`src/rtl/fixed_decimal_text_to_int_unit_assert.svh`:
```
// Assertion macros for the decimal text converter.
`ifndef FIXED_DECIMAL_TEXT_TO_INT_UNIT_ASSERT_SVH
`define FIXED_DECIMAL_TEXT_TO_INT_UNIT_ASSERT_SVH

// Combinational check, sampled on every rising clock edge outside reset.
`define FDTI_ASSERT(name, prop, msg) \
  name: assert property (@(posedge clk_i) disable iff (!rst_ni) (prop)) else $error(msg);

// Implication into the next cycle.
`define FDTI_ASSERT_NEXT(name, pre, post, msg) \
  name: assert property (@(posedge clk_i) disable iff (!rst_ni) (pre) |=> (post)) \
    else $error(msg);

`endif

```
`src/rtl/fdti_pkg.sv`:
```
// Shared types and constants of the decimal text converter.
`timescale 1ns / 1ps
package fdti_pkg;

  localparam logic [7:0] CH_POINT = 8'h2E;
  localparam logic [7:0] CH_MINUS = 8'h2D;
  localparam logic [7:0] CH_ZERO  = 8'h30;
  localparam logic [7:0] CH_NINE  = 8'h39;

  localparam int unsigned ValueW  = 64;
  localparam int unsigned FracW   = 5;
  localparam int unsigned CountW  = 6;
  localparam int unsigned TokDepth = 4;
  localparam int unsigned TokPtrW  = $clog2(TokDepth);

  localparam logic [CountW-1:0] COUNT_MAX = {CountW{1'b1}};

  // Register indexes on the APB port (address bits [4:3]).
  localparam logic [1:0] REG_VALUE_LIMIT     = 2'd0;
  localparam logic [1:0] REG_FRACTION_DIGITS = 2'd1;
  localparam logic [1:0] REG_SIGNED_MODE     = 2'd2;

  localparam logic [ValueW-1:0] LIMIT_RESET = 64'h7FFF_FFFF_FFFF_FFFF;
  localparam logic [FracW-1:0]  FRAC_RESET  = 5'd2;

  typedef enum logic [2:0] {
    ST_OK        = 3'd0,
    ST_TWO_POINT = 3'd1,
    ST_FRAC_LEN  = 3'd2,
    ST_BAD_CHAR  = 3'd3,
    ST_TOO_LARGE = 3'd4
  } status_e;

  typedef enum logic [1:0] {
    TK_DIGIT = 2'd0,
    TK_POINT = 2'd1,
    TK_MINUS = 2'd2,  // leading minus that signed mode accepts
    TK_OTHER = 2'd3
  } tok_kind_e;

  typedef struct packed {
    tok_kind_e  kind;
    logic [3:0] digit;
    logic       first;
    logic       last;
  } token_t;

  typedef struct packed {
    logic [ValueW-1:0] value_limit;
    logic [FracW-1:0]  fraction_digits;
  } back_cfg_t;

endpackage

```
`src/rtl/fdti_tok_fifo.sv`:
```
// Short token queue between the classifier and the accumulator.
`timescale 1ns / 1ps
module fdti_tok_fifo (
  input  logic            clk_i,
  input  logic            rst_ni,
  input  logic            wr_en_i,
  input  fdti_pkg::token_t wr_data_i,
  output logic            full_o,
  input  logic            rd_en_i,
  output fdti_pkg::token_t rd_data_o,
  output logic            empty_o
);
  import fdti_pkg::*;

  localparam logic [TokPtrW:0] DepthC = (TokPtrW+1)'(TokDepth);

  token_t             mem_q [TokDepth];
  logic [TokPtrW-1:0] wr_ptr_q, wr_ptr_d;
  logic [TokPtrW-1:0] rd_ptr_q, rd_ptr_d;
  logic [TokPtrW:0]   count_q, count_d;

  assign full_o    = (count_q == DepthC);
  assign empty_o   = (count_q == '0);
  assign rd_data_o = mem_q[rd_ptr_q];

  always_comb begin
    wr_ptr_d = wr_ptr_q;
    rd_ptr_d = rd_ptr_q;
    count_d  = count_q;
    if (wr_en_i) begin
      wr_ptr_d = (wr_ptr_q == TokPtrW'(TokDepth - 1)) ? '0 : wr_ptr_q + 1'b1;
    end
    if (rd_en_i) begin
      rd_ptr_d = (rd_ptr_q == TokPtrW'(TokDepth - 1)) ? '0 : rd_ptr_q + 1'b1;
    end
    unique case ({wr_en_i, rd_en_i})
      2'b10:   count_d = count_q + 1'b1;
      2'b01:   count_d = count_q - 1'b1;
      default: count_d = count_q;
    endcase
  end

  always_ff @(posedge clk_i or negedge rst_ni) begin
    if (!rst_ni) begin
      wr_ptr_q <= '0;
      rd_ptr_q <= '0;
      count_q  <= '0;
    end else begin
      wr_ptr_q <= wr_ptr_d;
      rd_ptr_q <= rd_ptr_d;
      count_q  <= count_d;
    end
  end

  always_ff @(posedge clk_i) begin
    if (wr_en_i) begin
      mem_q[wr_ptr_q] <= wr_data_i;
    end
  end

endmodule

```
`src/rtl/fdti_front.sv`:
```
// Character classifier: turns each accepted character into a token.
`timescale 1ns / 1ps
module fdti_front (
  input  logic             push_i,
  input  logic             q_full_i,
  input  logic [7:0]       char_code_i,
  input  logic             first_char_i,
  input  logic             last_char_i,
  input  logic             signed_mode_i,
  output logic             q_wr_o,
  output fdti_pkg::token_t tok_o
);
  import fdti_pkg::*;

  assign q_wr_o = push_i & ~q_full_i;

  always_comb begin
    // low nibble of '0'..'9' is the digit value
    tok_o.digit = char_code_i[3:0];
    tok_o.first = first_char_i;
    tok_o.last  = last_char_i;
    priority if (char_code_i >= CH_ZERO && char_code_i <= CH_NINE) begin
      tok_o.kind = TK_DIGIT;
    end else if (char_code_i == CH_POINT) begin
      tok_o.kind = TK_POINT;
    end else if (char_code_i == CH_MINUS && first_char_i && signed_mode_i) begin
      tok_o.kind = TK_MINUS;
    end else begin
      tok_o.kind = TK_OTHER;
    end
  end

endmodule

```
`src/rtl/fdti_back.sv`:
```
// Accumulator and status logic, with the result output register.
`timescale 1ns / 1ps
module fdti_back (
  input  logic                       clk_i,
  input  logic                       rst_ni,
  input  fdti_pkg::back_cfg_t        cfg_i,
  input  logic                       tok_valid_i,
  input  fdti_pkg::token_t           tok_i,
  output logic                       tok_pop_o,
  output logic                       empty_o,
  input  logic                       pop_i,
  output logic [fdti_pkg::ValueW-1:0] magnitude_o,
  output logic                       negative_o,
  output fdti_pkg::status_e          status_o
);
  import fdti_pkg::*;

  logic [ValueW-1:0] acc_q, acc_d;
  logic              point_q, point_d;
  logic [CountW-1:0] cnt_q, cnt_d;
  status_e           err_q, err_d;
  logic              ebp_q, ebp_d;
  logic              minus_q, minus_d;

  logic              res_valid_q;
  logic [ValueW-1:0] res_mag_q;
  logic              res_neg_q;
  status_e           res_st_q;

  logic [ValueW-1:0] acc0;
  logic              point0, minus0, ebp0;
  logic [CountW-1:0] cnt0;
  status_e           err0, raise_code, st;
  logic              raise_en;
  logic [ValueW+3:0] prod;
  logic              too_large;

  // A last token needs a free output slot; others go through at once.
  assign tok_pop_o = tok_valid_i & (~tok_i.last | ~res_valid_q | pop_i);

  assign empty_o     = ~res_valid_q;
  assign magnitude_o = res_mag_q;
  assign negative_o  = res_neg_q;
  assign status_o    = res_st_q;

  always_comb begin
    acc0   = tok_i.first ? '0 : acc_q;
    point0 = tok_i.first ? 1'b0 : point_q;
    cnt0   = tok_i.first ? '0 : cnt_q;
    err0   = tok_i.first ? ST_OK : err_q;
    ebp0   = tok_i.first ? 1'b0 : ebp_q;
    minus0 = tok_i.first ? 1'b0 : minus_q;

    // acc*10 + digit in 68 bits, so the limit test cannot wrap
    prod = ({4'b0, acc0} << 3) + ({4'b0, acc0} << 1) + (ValueW+4)'(tok_i.digit);
    too_large = prod > {4'b0, cfg_i.value_limit};

    acc_d      = acc0;
    point_d    = point0;
    cnt_d      = cnt0;
    minus_d    = minus0;
    raise_en   = 1'b0;
    raise_code = ST_OK;

    if (err0 != ST_OK && ebp0) begin
      // outcome fixed by an error before the point
    end else if (point0) begin
      if (cnt0 != COUNT_MAX) begin
        cnt_d = cnt0 + 1'b1;
      end
      if (err0 == ST_OK) begin
        unique case (tok_i.kind)
          TK_POINT: begin
            raise_en   = 1'b1;
            raise_code = ST_TWO_POINT;
          end
          TK_DIGIT: begin
            if (too_large) begin
              raise_en   = 1'b1;
              raise_code = ST_TOO_LARGE;
            end else begin
              acc_d = prod[ValueW-1:0];
            end
          end
          default: begin
            raise_en   = 1'b1;
            raise_code = ST_BAD_CHAR;
          end
        endcase
      end
    end else begin
      unique case (tok_i.kind)
        TK_MINUS: minus_d = 1'b1;
        TK_POINT: point_d = 1'b1;
        TK_DIGIT: begin
          if (too_large) begin
            raise_en   = 1'b1;
            raise_code = ST_TOO_LARGE;
          end else begin
            acc_d = prod[ValueW-1:0];
          end
        end
        default: begin
          raise_en   = 1'b1;
          raise_code = ST_BAD_CHAR;
        end
      endcase
    end

    err_d = err0;
    ebp_d = ebp0;
    if (raise_en && err0 == ST_OK) begin
      err_d = raise_code;
      ebp_d = ~point0;
    end

    priority if (err_d != ST_OK && ebp_d) begin
      st = err_d;
    end else if (point_d && cnt_d != {1'b0, cfg_i.fraction_digits}) begin
      st = ST_FRAC_LEN;
    end else begin
      st = err_d;
    end
  end

  always_ff @(posedge clk_i or negedge rst_ni) begin
    if (!rst_ni) begin
      acc_q       <= '0;
      point_q     <= 1'b0;
      cnt_q       <= '0;
      err_q       <= ST_OK;
      ebp_q       <= 1'b0;
      minus_q     <= 1'b0;
      res_valid_q <= 1'b0;
    end else begin
      if (tok_pop_o) begin
        if (tok_i.last) begin
          acc_q   <= '0;
          point_q <= 1'b0;
          cnt_q   <= '0;
          err_q   <= ST_OK;
          ebp_q   <= 1'b0;
          minus_q <= 1'b0;
        end else begin
          acc_q   <= acc_d;
          point_q <= point_d;
          cnt_q   <= cnt_d;
          err_q   <= err_d;
          ebp_q   <= ebp_d;
          minus_q <= minus_d;
        end
      end
      if (tok_pop_o && tok_i.last) begin
        res_valid_q <= 1'b1;
      end else if (pop_i) begin
        res_valid_q <= 1'b0;
      end
    end
  end

  always_ff @(posedge clk_i) begin
    if (tok_pop_o && tok_i.last) begin
      res_mag_q <= (st == ST_OK) ? acc_d : '0;
      res_neg_q <= (st == ST_OK) ? minus_d : 1'b0;
      res_st_q  <= st;
    end
  end

endmodule

```
`src/rtl/fixed_decimal_text_to_int_unit.sv`:
```
// Top level of the decimal text to scaled binary converter.
`timescale 1ns / 1ps
`include "fixed_decimal_text_to_int_unit_assert.svh"
// Usage:
//   Characters enter on a queue-style port: a request is taken when push is
//   high and full is low. first_char_i clears the running state, last_char_i
//   closes the string and produces one result. Characters without last give
//   no result.
//   Results leave on a queue-style port: magnitude, sign and status are valid
//   while empty is low and are taken when pop is high.
//   Throughput: one character per cycle, sustained while results are popped.
//   The last character is written into the token queue, then its result into
//   the output register, where empty falls. One multiply-by-ten, add and limit
//   compare in the back end set the cycle.
//   A four-entry token queue sits between classifier and accumulator. While
//   pop stays low, a waiting result holds the output register; non-last
//   characters still flow, and full rises once the queue is full behind a
//   last character.
//   Reset loads value_limit 2^63-1, fraction_digits 2, signed_mode 1 and
//   empties both sides. Registers at APB byte addresses 0, 8, 16; write only
//   while idle.
module fixed_decimal_text_to_int_unit (
  input  logic                        clk_i,
  input  logic                        rst_ni,
  input  logic                        push,
  output logic                        full,
  input  logic [7:0]                  char_code_i,
  input  logic                        first_char_i,
  input  logic                        last_char_i,
  output logic                        empty,
  input  logic                        pop,
  output logic [fdti_pkg::ValueW-1:0] magnitude_o,
  output logic                        negative_o,
  output logic [2:0]                  status_o,
  input  logic                        psel,
  input  logic                        penable,
  input  logic                        pwrite,
  input  logic [4:0]                  paddr,
  input  logic [63:0]                 pwdata,
  output logic [63:0]                 prdata,
  output logic                        pready
);
  import fdti_pkg::*;

  logic [ValueW-1:0] limit_q;
  logic [FracW-1:0]  frac_q;
  logic              signed_q;
  logic              cfg_wr;
  logic [1:0]        reg_idx;

  logic      q_wr, q_full, q_empty, q_rd;
  token_t    tok_in, tok_out;
  back_cfg_t back_cfg;
  status_e   status;
  logic      err_result_clean;

  assign pready  = 1'b1;
  assign reg_idx = paddr[4:3];
  assign cfg_wr  = psel & penable & pwrite & pready;

  always_ff @(posedge clk_i or negedge rst_ni) begin
    if (!rst_ni) begin
      limit_q  <= LIMIT_RESET;
      frac_q   <= FRAC_RESET;
      signed_q <= 1'b1;
    end else if (cfg_wr) begin
      unique case (reg_idx)
        REG_VALUE_LIMIT:     limit_q  <= pwdata;
        REG_FRACTION_DIGITS: frac_q   <= pwdata[FracW-1:0];
        REG_SIGNED_MODE:     signed_q <= pwdata[0];
        default: ;
      endcase
    end
  end

  always_comb begin
    unique case (reg_idx)
      REG_VALUE_LIMIT:     prdata = limit_q;
      REG_FRACTION_DIGITS: prdata = {{(64-FracW){1'b0}}, frac_q};
      REG_SIGNED_MODE:     prdata = {63'b0, signed_q};
      default:             prdata = '0;
    endcase
  end

  assign back_cfg.value_limit     = limit_q;
  assign back_cfg.fraction_digits = frac_q;

  fdti_front u_front (
    .push_i        (push),
    .q_full_i      (q_full),
    .char_code_i   (char_code_i),
    .first_char_i  (first_char_i),
    .last_char_i   (last_char_i),
    .signed_mode_i (signed_q),
    .q_wr_o        (q_wr),
    .tok_o         (tok_in)
  );

  fdti_tok_fifo u_tok_fifo (
    .clk_i     (clk_i),
    .rst_ni    (rst_ni),
    .wr_en_i   (q_wr),
    .wr_data_i (tok_in),
    .full_o    (q_full),
    .rd_en_i   (q_rd),
    .rd_data_o (tok_out),
    .empty_o   (q_empty)
  );

  fdti_back u_back (
    .clk_i       (clk_i),
    .rst_ni      (rst_ni),
    .cfg_i       (back_cfg),
    .tok_valid_i (~q_empty),
    .tok_i       (tok_out),
    .tok_pop_o   (q_rd),
    .empty_o     (empty),
    .pop_i       (pop),
    .magnitude_o (magnitude_o),
    .negative_o  (negative_o),
    .status_o    (status)
  );

  assign full     = q_full;
  assign status_o = status;

  assign err_result_clean = empty || status == ST_OK || (magnitude_o == '0 && !negative_o);

  `FDTI_ASSERT(a_err_clears_payload, err_result_clean, "error result carries a payload")
  `FDTI_ASSERT(a_status_range, empty || status <= ST_TOO_LARGE, "status code out of range")
  `FDTI_ASSERT_NEXT(a_result_lands, q_rd && tok_out.last, !empty, "last token gave no result")
  `FDTI_ASSERT(a_no_pop_when_empty, !(q_rd && q_empty), "token read from empty queue")

endmodule
```
`config.mk`:
```
export PLATFORM = sky130hd
export DESIGN_NAME = fixed_decimal_text_to_int_unit
export DESIGN_NICKNAME = d
export VERILOG_FILES = /design/src/rtl/fdti_pkg.sv /design/src/rtl/fdti_tok_fifo.sv /design/src/rtl/fdti_front.sv /design/src/rtl/fdti_back.sv /design/src/rtl/fixed_decimal_text_to_int_unit.sv
export VERILOG_INCLUDE_DIRS = /design/src /design/src/rtl
export SDC_FILE = /design/constraint.sdc
export NUM_CORES = 1
export LEC_CHECK = 0
export ABC_AREA = 1
export BUFFER_PORTS_ARGS = -buffer_cell sky130_fd_sc_hd__clkbuf_2
export CELL_PAD_IN_SITES_DETAIL_PLACEMENT = 1
export CELL_PAD_IN_SITES_GLOBAL_PLACEMENT = 1
export CORE_MARGIN = 2
export CORE_UTILIZATION = 47
export CTS_CLUSTER_SIZE = 24
export DETAILED_ROUTE_END_ITERATION = 12
export HOLD_SLACK_MARGIN = 0.08
export MAX_ROUTING_LAYER = met4
export PLACE_DENSITY = 0.89
export SLEW_MARGIN = 20
export SYNTH_ARGS = -nofsm -noshare
export SYNTH_HDL_FRONTEND = slang
export SYNTH_SLANG_ARGS = --single-unit
export TNS_END_PERCENT = 1
```
`constraint.sdc`:
```
create_clock -name clk_i -period 17.2 [get_ports clk_i]
set_clock_uncertainty 0.2 [all_clocks]
set_input_delay 4.3 -clock clk_i [delete_from_list [all_inputs] [get_ports clk_i]]
set_output_delay 4.3 -clock clk_i [all_outputs]
set_load 0.005 [all_outputs]
```
==> reports/metrics.yaml, run 1 <==
status: "complete, no violations"
synth_ff_type: "edfxtp_1"
overflow: 0
cts.clk_slew.worst_paths_ps: 60
synth_cell_types: 55
gp_congestion: 0.912
cp_common_cell: "clkbuf_2"
layoutNonFillerInstCount: 3164
drc: 0
swShare: 0.467
worstHoldStart: "u_back.ebp_q"
arrival_ps: 5830
max_freq_ghz: 0.0968
worst_ir_drop_vdd_mv: 0.210
synth_nets: 2726
maxCapViolCount: 0
clkLatencyLatePin_ps: 590
dieArea_mm2: 0.0411
cp_top_family: "buffers and inverters"
crit_path_start_kind: "input pin"
wl_per_cell_um: 18.5
sequentialPowerShare: 0.317
required_ps: 12700
crit_chain: "clkbuf_2 > nor2_1 > inv_2 > buf_4 > o22ai_1 > clkbuf_2"
antenna_found_initial: 0
p_sw_w: 0.00143
synth_top_family_by_area: "simple AND/OR/NAND/NOR gates"
netlist_instances: 2439
cts-htree-levels: 1
cts_tree: "yes"
synth-seq-cells: 254
finalCritPeriodShare: 0.600
die_x_um: 203
core_area_mm2: 0.0388
grt_pass1_vias: 18300
worst_slew_pin_slew_ps: 1110
syn_area_per_cell_um2: 7.61
synth_mux_area_frac: 0
holdPathEnd: "u_back.ebp_q"
hp-class: "flop to flop"
crit_type: "input pin to primary output"
die_h_um: 203
cts_sinks: 254
cts_setup_buffers: 0
final.setup.tns_ps: 0
hpwlAfterDp_um: 44100
setup_viol: 0
place_inst: 3112
slowest_delay_ps: 360
powerDensity_mw_per_mm2: 146
synth_xor_area_frac: 0.0292
leakagePower_nw: 11.0
p_int_w: 0.00163
cts_hold_buffers: 0
yosysSeqAreaShare: 0.374
clock_power_share: 0.190
crit_slowest_cell: "buf_4"
netlist_area_mm2: 0.0186
antenna_cells: 0
grt_first_pass_wirelength_um: 94500
grt_max_degree: 84
cts-buffers-inserted: 28
area_growth_pct: 12.7
hold_viol_final: 0
path_buf_inv: 4
clock_tree.root_cell: "clkbuf_16"
drtIter0Drc: 975
num_rows: 72
cts_resized: 0
synth_simple_gate_area_frac: 0.238
drv_slew: 0
synth-compound-area-share: 0.130
r2r_slack_ps: 7340
final_core_util: 0.539
synth_enable_flop_cells: 100
slew_headroom: 0.259
drive_above_1_share: 0.161
p_comb_frac: 0.493
io-pin-count: 221
avgViaCountPerCell: 5.44
grt_usage: 0.293
p_total_w: 0.00305
yosysWarnings: 0
cts_buffer_depth: 3
port_buffers: 216
async_flop_share: 0.606
synth_fa_ha_area_frac: 0.137
holdPathStages: 1
start_util: 0.478
wl_um: 58500
r2r_start: "u_tok_fifo.rd_ptr_q[0]"
dr.pass1.iters: 5
rsz0062_at_grt: "false"
critPathCaptureType: "primary output"
rr_endpoint: "u_back.magnitude_o[13]"
vias: 17200
reg2reg_depth: 45
ant_nets: 0
period_needed_ps: 10330
critPathMaxFanout: 47
nets: 2911
[layer usage]
metal,track usage,vias up,share of wire
met5,-,-,0
met4,0.0808,0,0.025
met3,0.0424,105,0.051
met2,0.500,437,0.48
met1,0.363,8348,0.44
li1,-,8318,-
[Yosys cell counts, drive strengths merged, types with 22 or more instances]
cell	number	area, um2
a21oi	195	980
buf	22	176
clkbuf	52	195
dfrtp	89	2230
dfstp	65	1710
edfxtp	100	3000
ha	198	2480
inv	354	1330
nand2	518	1990
nand3	69	378
nor2	414	1710
nor3	28	140
o21ai	107	539
o22ai	71	444
xnor2	27	236
xor2	35	307
[cell type report]
type	count	area, um2
fillers	4946	17900
multi-input cells	1756	9950
flip-flops and latches	254	6940
inverters	355	1340
repair buffers	229	1180
clock buffers	37	744
well taps	518	648
clock inverters	15	129
[state kept, by name (all words and copies together) (netlist names), 3 cells and up]
name	flops
u_back.status_o	3
u_tok_fifo.mem_q	32
u_back.magnitude_o	64
u_tok_fifo.count_q	3
u_back.err_q	3
u_back.cnt_q	6
limit_q	64
u_back.acc_q	64
frac_q	5
[metrics by stage]
step           setup WS, ps  cell area, um2  hold WS [ps]
2_1_floorplan          7760           18600           246
3_3_place_gp           6970           20100           262
3_5_place_dp           6900           20100           270
4_1_cts                6880           20900           284
5_1_grt                6680           20900           309
6_report               6870           20900           280
[power groups by stage]
stage          combinational [W]  clock [W]  sequential (W)
2_1_floorplan            0.00104          0        0.000959
3_3_place_gp             0.00140          0        0.000964
3_5_place_dp             0.00148          0        0.000974
4_1_cts                  0.00150   0.000596        0.000969
5_1_grt                  0.00166   0.000616        0.000986
6_report                 0.00150   0.000580        0.000968
[cell families (layout without fill, tap and decap cells)]
group / after synthesis / count (layout)
fa+ha+maj: 201 / 201
xor+xnor: 62 / 62
other cells: 1 / 1
simple gates: 1060 / 1060
flops: 254 / 254
buf+inv: 429 / 636
compound gates: 432 / 432
[cell usage in the layout, fill, tap and decap left out, drive strengths merged, types with 28 or more instances in the layout]
cell type | Yosys | routed
dfstp | 65 | 65
ha | 198 | 198
nor2 | 414 | 414
o22ai | 71 | 71
nand2 | 518 | 518
nor3 | 28 | 28
clkbuf | 52 | 252
a21oi | 195 | 195
dfrtp | 89 | 89
nand3 | 69 | 69
inv | 354 | 354
edfxtp | 100 | 100
xor2 | 35 | 35
o21ai | 107 | 107
[worst max path at each step]
stage	from	to	slack (ps)	depth (start not counted)
after floorplan	paddr[4]	prdata[4]	7760	4
after global placement	paddr[4]	prdata[2]	6970	6
after detailed placement	paddr[4]	prdata[2]	6900	6
after CTS	paddr[4]	prdata[4]	6880	6
after global routing	u_tok_fifo.rd_ptr_q[0]	u_back.magnitude_o[17]	6680	41
final	paddr[4]	prdata[4]	6870	6
Power figures use the tool's default switching activity.
==> run 2, diff against run 1 <==
CORE_UTILIZATION = 40   (was 47)
PLACE_DENSITY = 0.81   (was 0.89)
clock period = 9.5 ns   (was 17.2 ns; I/O delays follow)
==> run 2 against run 1 <==
  * Global-route usage shrank 5.1 points
  * Count of clock-buffer cells in the layout grew 2
  * Worst hold slack better by 2.6 ps
  * First-iteration DRC count shrank 20%
  * Highest routed layer unchanged
  * Die area up 17%
  * Via count shrank 1.9%
  * Critical path type is now flop to flop
==> reports/metrics.yaml, run 2 (synthesis gave the netlist of run 1 again) <==
status: "complete, no violations"
drc: 0  # unchanged
antenna_found_initial: 0  # unchanged
mostFrequentLayoutCells: "506 x nand2_1, 358 x nor2_1, 344 x inv_1"
gp_congestion: 0.952  # +4.4%
num_rows: 78  # +8.3%
final_common_cell: "nand2_1"
drive_above_1_share: 0.162  # +0.00121
max_freq_ghz: 0.116
crit_path_start_kind: "flop"
r2r_start: "u_tok_fifo.rd_ptr_q[0]"
critPathCaptureType: "flop"
drv_slew: 0  # unchanged
leakagePower_nw: 11.1  # +0.63%
area_growth_pct: 14.0
avgViaCountPerCell: 5.19  # -4.5%
overflow: 0  # unchanged
cts_buffer_depth: 3  # unchanged
clock_tree.root_cell: "clkbuf_16"
worst_slew_pin_slew_ps: 1020  # -86.3 ps
die_x_um: 219  # +8.2%
vias: 16900  # -1.9%
hold_viol_final: 0  # unchanged
drtIter0Drc: 777  # -20%
hpwlAfterDp_um: 44100  # about the same
crit_type: "flop to flop"
maxCapViolCount: 0  # unchanged
slew_headroom: 0.317  # +0.0575
cts-buffers-inserted: 29  # +3.6%
crit_start: "u_tok_fifo.rd_ptr_q[0]"
cts_hold_buffers: 0  # unchanged
nets: 2915  # +0.14%
critPathMaxFanout: 49  # +4.3%
grt_max_degree: 94  # +12%
dieArea_mm2: 0.0482  # +17%
cts_tree: "yes"
worst_ir_drop_vdd_mv: 0.224  # +6.6%
grt_usage: 0.242  # -0.0512
worstHoldStart: "u_back.acc_q[62]"
cts_resized: 0  # unchanged
core_area_mm2: 0.0456  # +17%
whs_ps: 282  # +2.62 ps
cts.clk_slew.worst_paths_ps: 60  # about the same
crit_slowest_cell: "inv_2"
required_ps: 9600  # -3100 ps
port_buffers: 216  # unchanged
wl_um: 56500  # -3.5%
final.setup.tns_ps: 0  # unchanged
slowest_delay_ps: 720  # +360 ps
clkLatencyLatePin_ps: 580  # about the same
powerDensity_mw_per_mm2: 265  # +82%
setup_viol: 0  # unchanged
wl_per_cell_um: 17.4  # -6.1%
cp_common_cell: "nand2_1"
cts-htree-levels: 1  # unchanged
antenna_cells: 0  # unchanged
cts_sinks: 254  # unchanged
start_util: 0.408  # -0.0708
hp-class: "flop to flop"
grt_first_pass_wirelength_um: 90900  # -3.8%
grt_pass1_vias: 17600  # -3.7%
arrival_ps: 8680  # +2850 ps
io-pin-count: 221  # unchanged
finalCritPeriodShare: 0.904
dr.pass1.iters: 5  # unchanged
cts_setup_buffers: 0  # unchanged
rsz0062_at_grt: "false"
period_needed_ps: 8590
die_h_um: 219  # +8.2%
ant_nets: 0  # unchanged
## run 2: path summary, 6_finish.rpt
path                                           to  slack, ps  cells after the start
setup / recovery           u_back.magnitude_o[10]        910                     40
hold / removal                   u_back.acc_q[62]        280                      2
setup reg to reg           u_back.magnitude_o[10]        910                     40
hold reg to reg                  u_back.acc_q[62]        280                      2
max in group asynchronous        u_back.acc_q[36]       5940                      2
min in group asynchronous  u_tok_fifo.rd_ptr_q[0]       1710                      1
## run 2: where the power goes
part / switching, W / internal [W]
combinational: 0.00193 / 0.000770
sequential: 0.000142 / 0.00161
clock: 0.000470 / 0.000687
## run 2: metal layers
metal | up-vias | global-route usage | part of all wire
met4 | 0 | 0.0538 | 0.019
met2 | 310 | 0.408 | 0.48
met1 | 8168 | 0.315 | 0.47
li1 | 8336 | - | -
met3 | 68 | 0.0235 | 0.038
met5 | - | - | 0
## run 2: critical path: cells and delay by family (launching register included)
kind                     cells  cell delay [ps]
AO/OA/AOI/OAI                3              850
XOR/XNOR                     1              390
adder cells (fa/ha/maj)      4             1270
buffers and inverters        5             1670
flip-flops                   1              550
AND/OR/NAND/NOR             27             3290
## run 2: cell type report
class / count / area [um2]
Timing Repair Buffer: 232 / 1220
Tap cell: 600 / 751
Clock inverter: 15 / 190
Clock buffer: 39 / 783
Fill cell: 5795 / 24400
Multi-Input combinational cell: 1756 / 9950
Sequential cell: 254 / 6940
Inverter: 355 / 1340
## run 2: stage by stage
stage          std cells  total power, W  area [um2]  setup slack [ps]   util
3_3_place_gp        3197         0.00435       20200              1110  0.443
5_1_grt             3251         0.00601       21200               151  0.465
2_1_floorplan       2439         0.00363       18600              3110      -
6_report            3251         0.00560       21200               915  0.465
4_1_cts             3251         0.00566       21200               662  0.465
3_5_place_dp        3197         0.00447       20200               735  0.443
